`src/rtl/lit_pkg.sv`:
```
`timescale 1ns / 1ps

package lit_pkg;

	localparam int COUNT_BITS_DEF = 32;

	typedef enum logic [1:0] {
		CMD_TICK  = 2'd0,
		CMD_READ  = 2'd1,
		CMD_WRITE = 2'd2
	} cmd_t;

	localparam logic [5:0] REG_ID   = 6'h02;
	localparam logic [5:0] REG_EOI  = 6'h0B;
	localparam logic [5:0] REG_SPUR = 6'h0F;
	localparam logic [5:0] REG_LVT  = 6'h32;
	localparam logic [5:0] REG_INIT = 6'h38;
	localparam logic [5:0] REG_CUR  = 6'h39;
	localparam logic [5:0] REG_DIV  = 6'h3E;

	localparam logic [3:0] DIV_KEEP_MASK = 4'b1011;
	localparam int         LVT_MASK_POS  = 16;
	localparam int         LVT_PER_POS   = 17;
	localparam logic [9:0] SPUR_RESET    = 10'h0FF;

	typedef struct packed {
		logic [31:0] read_data;
		logic        irq_fire;
		logic [7:0]  irq_vector;
	} result_t;

	// prescaler period 2^(v+1), v from code bits 3,1,0; v = 7 wraps to 1
	function automatic logic [7:0] divisor(input logic [3:0] code);
		logic [2:0] v;
		begin
			v = {code[3], code[1:0]};
			divisor = 8'd1 << (v + 3'd1);
		end
	endfunction

endpackage

```
`src/rtl/lit_timer.sv`:
```
`timescale 1ns / 1ps

module lit_timer #(
	parameter int COUNT_BITS = lit_pkg::COUNT_BITS_DEF
) (
	input  logic               clk,
	input  logic               arst_n,
	input  logic               accept,
	input  logic [1:0]         cmd,
	input  logic [5:0]         reg_index,
	input  logic [31:0]        write_data,
	input  logic [7:0]         apic_id,
	output lit_pkg::result_t   result
);

	logic [7:0]            vector_q;
	logic                  masked_q;
	logic                  periodic_q;
	logic [3:0]            div_q;
	logic [COUNT_BITS-1:0] init_q;
	logic [COUNT_BITS-1:0] cur_q;
	logic [6:0]            pre_q;
	logic [9:0]            spur_q;

	logic [COUNT_BITS-1:0] cur_d;
	logic [COUNT_BITS-1:0] dec;
	logic [6:0]            pre_d;
	logic                  is_write;

	assign dec = cur_q - COUNT_BITS'(1);
	assign is_write = accept && (lit_pkg::cmd_t'(cmd) == lit_pkg::CMD_WRITE);

	always_comb begin
		cur_d = cur_q;
		pre_d = pre_q;
		result = '0;
		case (lit_pkg::cmd_t'(cmd))
			lit_pkg::CMD_TICK: begin
				if (cur_q != '0) begin
					if (({1'b0, pre_q} + 8'd1) >= lit_pkg::divisor(div_q)) begin
						pre_d = '0;
						cur_d = dec;
						if (dec == '0) begin
							if (!masked_q) begin
								result.irq_fire = 1'b1;
								result.irq_vector = vector_q;
							end
							if (periodic_q) begin
								cur_d = init_q;
							end
						end
					end else begin
						pre_d = pre_q + 7'd1;
					end
				end
			end
			lit_pkg::CMD_READ: begin
				case (reg_index)
					lit_pkg::REG_ID:   result.read_data = {apic_id, 24'd0};
					lit_pkg::REG_SPUR: result.read_data = 32'(spur_q);
					lit_pkg::REG_LVT: begin
						result.read_data = 32'(vector_q);
						result.read_data[lit_pkg::LVT_MASK_POS] = masked_q;
						result.read_data[lit_pkg::LVT_PER_POS] = periodic_q;
					end
					lit_pkg::REG_INIT: result.read_data = 32'(init_q);
					lit_pkg::REG_CUR:  result.read_data = 32'(cur_q);
					lit_pkg::REG_DIV:  result.read_data = 32'(div_q);
					default:           result.read_data = '0;
				endcase
			end
			lit_pkg::CMD_WRITE: begin
				if (reg_index == lit_pkg::REG_INIT) begin
					cur_d = write_data[COUNT_BITS-1:0];
					pre_d = '0;
				end
			end
			default: begin
			end
		endcase
	end

	always_ff @(posedge clk or negedge arst_n) begin
		if (!arst_n) begin
			vector_q   <= '0;
			masked_q   <= 1'b1;
			periodic_q <= 1'b0;
			div_q      <= '0;
			init_q     <= '0;
			cur_q      <= '0;
			pre_q      <= '0;
			spur_q     <= lit_pkg::SPUR_RESET;
		end else begin
			if (accept) begin
				cur_q <= cur_d;
				pre_q <= pre_d;
			end
			if (is_write) begin
				case (reg_index)
					lit_pkg::REG_SPUR: spur_q <= write_data[9:0];
					lit_pkg::REG_LVT: begin
						vector_q   <= write_data[7:0];
						masked_q   <= write_data[lit_pkg::LVT_MASK_POS];
						periodic_q <= write_data[lit_pkg::LVT_PER_POS];
					end
					lit_pkg::REG_INIT: init_q <= write_data[COUNT_BITS-1:0];
					lit_pkg::REG_DIV:  div_q <= write_data[3:0] & lit_pkg::DIV_KEEP_MASK;
					default: begin
					end
				endcase
			end
		end
	end

endmodule

```
`src/rtl/lit_out_reg.sv`:
```
`timescale 1ns / 1ps

module lit_out_reg (
	input  logic              clk,
	input  logic              arst_n,
	input  logic              in_valid,
	output logic              in_ready,
	input  lit_pkg::result_t  in_result,
	output logic              out_valid,
	input  logic              out_ready,
	output lit_pkg::result_t  out_result
);

	logic             valid_q;
	lit_pkg::result_t result_q;

	assign in_ready   = !valid_q || out_ready;
	assign out_valid  = valid_q;
	assign out_result = result_q;

	always_ff @(posedge clk or negedge arst_n) begin
		if (!arst_n) begin
			valid_q <= 1'b0;
		end else if (in_ready) begin
			valid_q <= in_valid;
		end
	end

	always_ff @(posedge clk) begin
		if (in_ready && in_valid) begin
			result_q <= in_result;
		end
	end

endmodule

```
`src/rtl/local_interrupt_timer_registers_core.sv`:
```
`timescale 1ns / 1ps

// channel   direction  signals                      contents
// s_*       in         s_tvalid/s_tready/tdata/tuser  tick, register read or write
// m_*       out        m_tvalid/m_tready/tdata/tuser  read data, timer interrupt
// apb       in         psel/penable/pwrite/paddr...   apic_id at address 0
//
// One transfer in, one transfer out; one item per cycle while m_tready is high or the
// output register is empty; results are registered in the output register.
// Timer state updates at the edge an item is accepted; s_tready drops only while
// the output register is full and m_tready is low.
// arst_n clears timer state and the output valid; mask resets set, spurious to 0xFF.

module local_interrupt_timer_registers_core #(
	parameter int COUNT_BITS = lit_pkg::COUNT_BITS_DEF
) (
	input  logic        clk,
	input  logic        arst_n,
	input  logic        s_tvalid,
	output logic        s_tready,
	input  logic [39:0] s_tdata,   // reg_index[5:0], write_data[37:6], zero pad
	input  logic [1:0]  s_tuser,   // cmd[1:0]
	output logic        m_tvalid,
	input  logic        m_tready,
	output logic [39:0] m_tdata,   // read_data[31:0], irq_vector[39:32]
	output logic [0:0]  m_tuser,   // irq_fire[0]
	input  logic        psel,
	input  logic        penable,
	input  logic        pwrite,
	input  logic [2:0]  paddr,
	input  logic [31:0] pwdata,
	output logic [31:0] prdata,
	output logic        pready
);

	logic [7:0]       apic_id_q;
	logic             accept;
	lit_pkg::result_t core_result;
	lit_pkg::result_t out_result;

	assign pready = 1'b1;
	assign prdata = (paddr[2] == 1'b0) ? {24'd0, apic_id_q} : 32'd0;

	always_ff @(posedge clk or negedge arst_n) begin
		if (!arst_n) begin
			apic_id_q <= '0;
		end else if (psel && penable && pwrite && pready && (paddr[2] == 1'b0)) begin
			apic_id_q <= pwdata[7:0];
		end
	end

	assign accept = s_tvalid && s_tready;

	lit_timer #(
		.COUNT_BITS(COUNT_BITS)
	) u_timer (
		.clk       (clk),
		.arst_n    (arst_n),
		.accept    (accept),
		.cmd       (s_tuser),
		.reg_index (s_tdata[5:0]),
		.write_data(s_tdata[37:6]),
		.apic_id   (apic_id_q),
		.result    (core_result)
	);

	lit_out_reg u_out (
		.clk       (clk),
		.arst_n    (arst_n),
		.in_valid  (s_tvalid),
		.in_ready  (s_tready),
		.in_result (core_result),
		.out_valid (m_tvalid),
		.out_ready (m_tready),
		.out_result(out_result)
	);

	assign m_tdata = {out_result.irq_vector, out_result.read_data};
	assign m_tuser = out_result.irq_fire;

endmodule

```
`config.mk`:
```
export PLATFORM = sky130hd
export DESIGN_NAME = local_interrupt_timer_registers_core
export DESIGN_NICKNAME = d
export VERILOG_FILES = /design/src/rtl/lit_pkg.sv /design/src/rtl/lit_timer.sv /design/src/rtl/lit_out_reg.sv /design/src/rtl/local_interrupt_timer_registers_core.sv
export SDC_FILE = /design/constraint.sdc
export NUM_CORES = 1
export LEC_CHECK = 0
export ABC_AREA = 1
export BUFFER_PORTS_ARGS = -buffer_cell sky130_fd_sc_hd__buf_2
export CAP_MARGIN = 20
export CORE_MARGIN = 1.5
export CORE_UTILIZATION = 60
export DETAILED_ROUTE_END_ITERATION = 16
export PLACE_DENSITY_LB_ADDON = 0.25
export RECOVER_POWER = 100
export SLEW_MARGIN = 20
export SYNTH_ARGS = -nofsm -noshare
export SYNTH_HDL_FRONTEND = slang
export SYNTH_SLANG_ARGS = --single-unit
```
`constraint.sdc`:
```
create_clock -name clk -period 4.92 [get_ports clk]
set_clock_uncertainty 0.05 [all_clocks]
set_input_delay 0.738 -clock clk [delete_from_list [all_inputs] [get_ports clk]]
set_output_delay 0.738 -clock clk [all_outputs]
set_load 0.005 [all_outputs]
```
==> metrics.md <==
| Metric | Value |
|---|---|
| Area delta synth->final | `11.8%` |
| Max Transition Viols Final | `163` |
| Mean instance size in the synthesized netlist | `7.31 µm²` |
| Max H-tree Level | `4` |
| Path type of the worst min-delay path | `register to register` |
| Register area share after synthesis | `0.423` |
| Count of boundary I/O pins | `160` |
| Crit Path Category | `register to register` |
| Port-buffer cells | `106` |
| Number of standard-cell rows in the floorplan | `44` |
| Switching power | `roughly 2 mW` |
| Die Y | `roughly 130 µm` |
| Reg power frac | `0.350` |
| Final setup violation count | `0` |
| Fraction of the cycle the final worst path needs | `0.845` |
| Starting Density | `0.619` |
| Number of antenna violations at the first check in global routing | `1` |
| Non-Filler Cell Area, Final | `10100 µm²` |
| TritonCTS Buffers | `17` |
| Endpoint of the most critical register-to-register path | `u_timer.cur_q[1]` |
| Initial DRT Pass Iterations | `7` |
| Arrival @ worst endpoint | `4.47 ns` |
| Run status | `finished, violations left` |
| Slew of the pin with the lowest slew margin | `approximately 3.6 ns` |
| Number of synthesized register bits | `between 100 and 150` |
| Peak supply drop | `around 0.00029 V` |
| Detailed Place HPWL | `18100 µm` |
| Maximum number of pins on one net before global-route repair | `66` |
| Ratio of cells with drive above 1 in the final layout | `0.136` |
| Vias after detailed routing | `8658` |
| Crit-path most repeated cell | `nand2_1` |
| Max stage delay cell, worst path | `clkbuf_2` |
| First-pass GRT wire length | `41600 µm` |
| Comb pwr share | `0.364` |
| Power density over the cells | `between 400 and 500 nW/µm²` |
| Number of hold buffers added after CTS | `0` |
| Internal portion of total power | `2.81 mW` |
| WL final | `around 26000 µm` |
| CTS root buf | `clkbuf_16` |
| Reg-to-reg critical path startpoint | `u_timer.cur_q[8]` |
| Number of cells on the critical path | `13` |
| RSZ-0062 raised after global routing | `no` |
| Total Negative Setup Slacks | `0 ns` |
| Worst-case headroom to the max-slew limit | `-1.42` |
| CTS tree | `built` |
| Worst-Skew Late Latency | `0.43 ns` |
| Slack of the critical path | `0.760 ns` |
| Buffer count from post-CTS setup fixing | `0` |
| Final critical-path required period | `4.16 ns` |
| Average routed wire per standard cell | `17.1 µm` |
| Number of enable-type register cells in the synthesized netlist | `41` |
| Post-layout net count | `1423` |
| Floorplan core area | `14600 µm²` |
| Cells after synthesis | `about 1200` |
| Maximum fanout along the worst path | `33` |
| Via density per instance | `5.68` |
| Crit-path leading delay family | `simple AND/OR/NAND/NOR gates` |
| Startpoint of the worst setup timing path | `u_timer.cur_q[8]` |
| Post-synth cell types | `45` |
| Startpoint types | `register` |
| Die Width | `~130 µm` |
| Violated checks | `max-capacitance violations, max-slew violations` |
| Proportion of synthesized flip-flops having asynchronous set or reset | `0.715` |
| Worst setup timing slack at the placement stage | `about 1.4 ns` |
| Clock Tree Buf Depth | `2` |
| Synth Warn # | `0` |
| First-iteration detailed-routing DRC count | `942` |
| Number of antenna repair diodes | `0` |
| Main area contributors after synthesis | `dfrtp_1 (26%), nand2_1 (15%), edfxtp_1 (14%)` |
| Max-cap violation count | `3` |
| Placement Cell Area | `9570 µm²` |
| RePlAce Congestion | `1.03` |
| Cell Chain, Critical Path | `nor2_1 > nand2_1 > nor2_1 > nand2_1 > nor4_1 > nand2_1 > nand3_1 > a21oi_4 > clkbuf_2 > inv_1 > clkbuf_2 > nand2_1 > nand2_1` |
| Highest achievable clock rate | `240 MHz` |
| Number of global-route vias before repair | `7865` |
| Reg-to-reg setup timing slack | `0.76 ns` |
| Worst setup EP type | `register` |
| Number of cells on the worst reg-to-reg path | `13` |
| Clock share of power | `0.286` |
| Critical path destination | `u_timer.cur_q[1]` |
| Antenna violation net count after detailed routing | `0` |
| Hold Fails Final Rpt | `0` |
| Hold_ws | `~0.43 ns` |
| Total congestion overflow | `0` |
| Sw Ratio | `0.419` |
| Number of gates resized after CTS | `0` |
| Number of fillers in the final layout | `1250` |
| Count of clock tree sinks | `144` |
| Mapped Area | `9030 µm²` |
| Peak per-stage delay on the critical path | `about 0.70 ns` |
| Leak pwr | `roughly 4.8 nW` |
| DRC violations left | `0` |
| CTS clock-pin slew for the worst setup and hold paths | `0.06 ns` |
| Post-synth top area share | `0.261` |
| Overall track demand over capacity in global routing | `0.336` |
| Buffers plus inverters on the worst setup path | `3` |
| Overall die area | `about 16000 µm²` |
| Primary FF master, synth | `dfrtp_1` |
| Required time of the worst setup path | `~5.2 ns` |
| Area leader, netlist | `dfrtp_1` |
synth_stat cells, types with 3 or more instances:
library cell    n
a21oi_1        27
nand3_2         3
nor3_1          8
o21ai_0        82
a221oi_1        8
nand4_1        48
inv_2           4
buf_4          29
nand3b_1        5
nor2_4          8
nor2_1        104
nand3_1        95
clkbuf_1       29
ha_1           12
dfstp_2         9
dfrtp_1        94
buf_6           6
nand2_1       360
o21ai_1        30
nand2_2         9
buf_2           8
xor2_1          4
inv_1         156
nor2_2         14
clkinv_1        4
edfxtp_1       41
o22ai_1        13
logic make-up (layout without fill, tap and decap cells):
group	count (synthesis)	in the layout	synth area share
simple gates	666	666	0.334
buf+inv	237	319	0.118
compound gates	169	169	0.103
flops	144	144	0.423
fa+ha+maj	12	12	0.0166
xor+xnor	5	5	0.00485
other cells	2	25	0.000832
worst min path at each step:
stage / startpoint / endpoint / slack (ns) / cells after the start
after detailed placement: u_timer.vector_q[2] / u_timer.vector_q[2] / 0.42 / 2
after global placement: u_timer.vector_q[5] / u_timer.vector_q[5] / 0.42 / 2
after CTS: arst_n / u_timer.vector_q[6] / 0.40 / 1
after global routing: u_timer.spur_q[3] / u_timer.spur_q[3] / 0.46 / 2
final: u_timer.spur_q[8] / u_timer.spur_q[8] / 0.43 / 2
after floorplan: arst_n / apic_id_q[0] / 0.39 / 0
tightest hold or removal path, stage by stage, from the launching register on:
cell     delay (ns)
dfrtp_1        0.34
nand2_1        0.05
o21ai_0        0.06
cell usage in the layout, fill, tap and decap left out, types with 17 or more instances in the layout:
master,instances
nand4_1,49
nor2_1,105
conb_1,25
inv_1,155
clkbuf_1,27
edfxtp_1,41
clkbuf_16,17
dfrtp_1,94
nand2_1,360
o21ai_0,103
buf_2,82
nand3_1,95
a21oi_1,27
per-stage QoR:
| stage | total power, mW | instances | utilization |
|---|---|---|---|
| final | 4.83 | 1524 | 0.692 |
| after global routing | 5.13 | 1524 | 0.692 |
| after CTS | 4.82 | 1524 | 0.698 |
| after detailed placement | 3.44 | 1492 | 0.656 |
| after global placement | 3.40 | 1492 | 0.656 |
| after floorplan | 2.98 | 1258 | - |
registers in the layout (all words and copies together) (netlist names):
register,flops
u_timer.masked_q,1
u_timer.periodic_q,1
u_timer.spur_q,10
apic_id_q,8
u_out.out_valid,1
u_timer.cur_q,32
u_timer.pre_q,7
u_timer.init_q,32
u_out.out_result,41
u_timer.div_q,3
u_timer.vector_q,8
area by class of cell:
| cell class | instances | area, µm² | area share |
|---|---|---|---|
| multi-input cells | 877 | 4200 | 0.416 |
| inverters | 164 | 616 | 0.0610 |
| clock buffers | 20 | 437 | 0.0433 |
| clock inverters | 12 | 184 | 0.0182 |
| flip-flops and latches | 144 | 3820 | 0.378 |
| well taps | 184 | 230 | 0.0228 |
| repair buffers | 123 | 611 | 0.0605 |
metal layers:
metal | up-vias | track usage | part of all wire
met5 | - | 0 | 0.00031
met4 | 2 | 0.0996 | 0.024
met3 | 63 | 0.0641 | 0.094
met2 | 476 | 0.531 | 0.45
met1 | 3966 | 0.476 | 0.43
li1 | 4151 | - | -
power by group through the flow:
stage | combinational (mW) | clock [mW] | sequential (mW)
4_1_cts | 1.76 | 1.39 | 1.68
6_report | 1.76 | 1.38 | 1.69
2_1_floorplan | 1.36 | 0 | 1.61
3_3_place_gp | 1.71 | 0 | 1.70
3_5_place_dp | 1.74 | 0 | 1.70
5_1_grt | 1.97 | 1.44 | 1.72
Note: power is estimated with default switching activity, not from simulation.
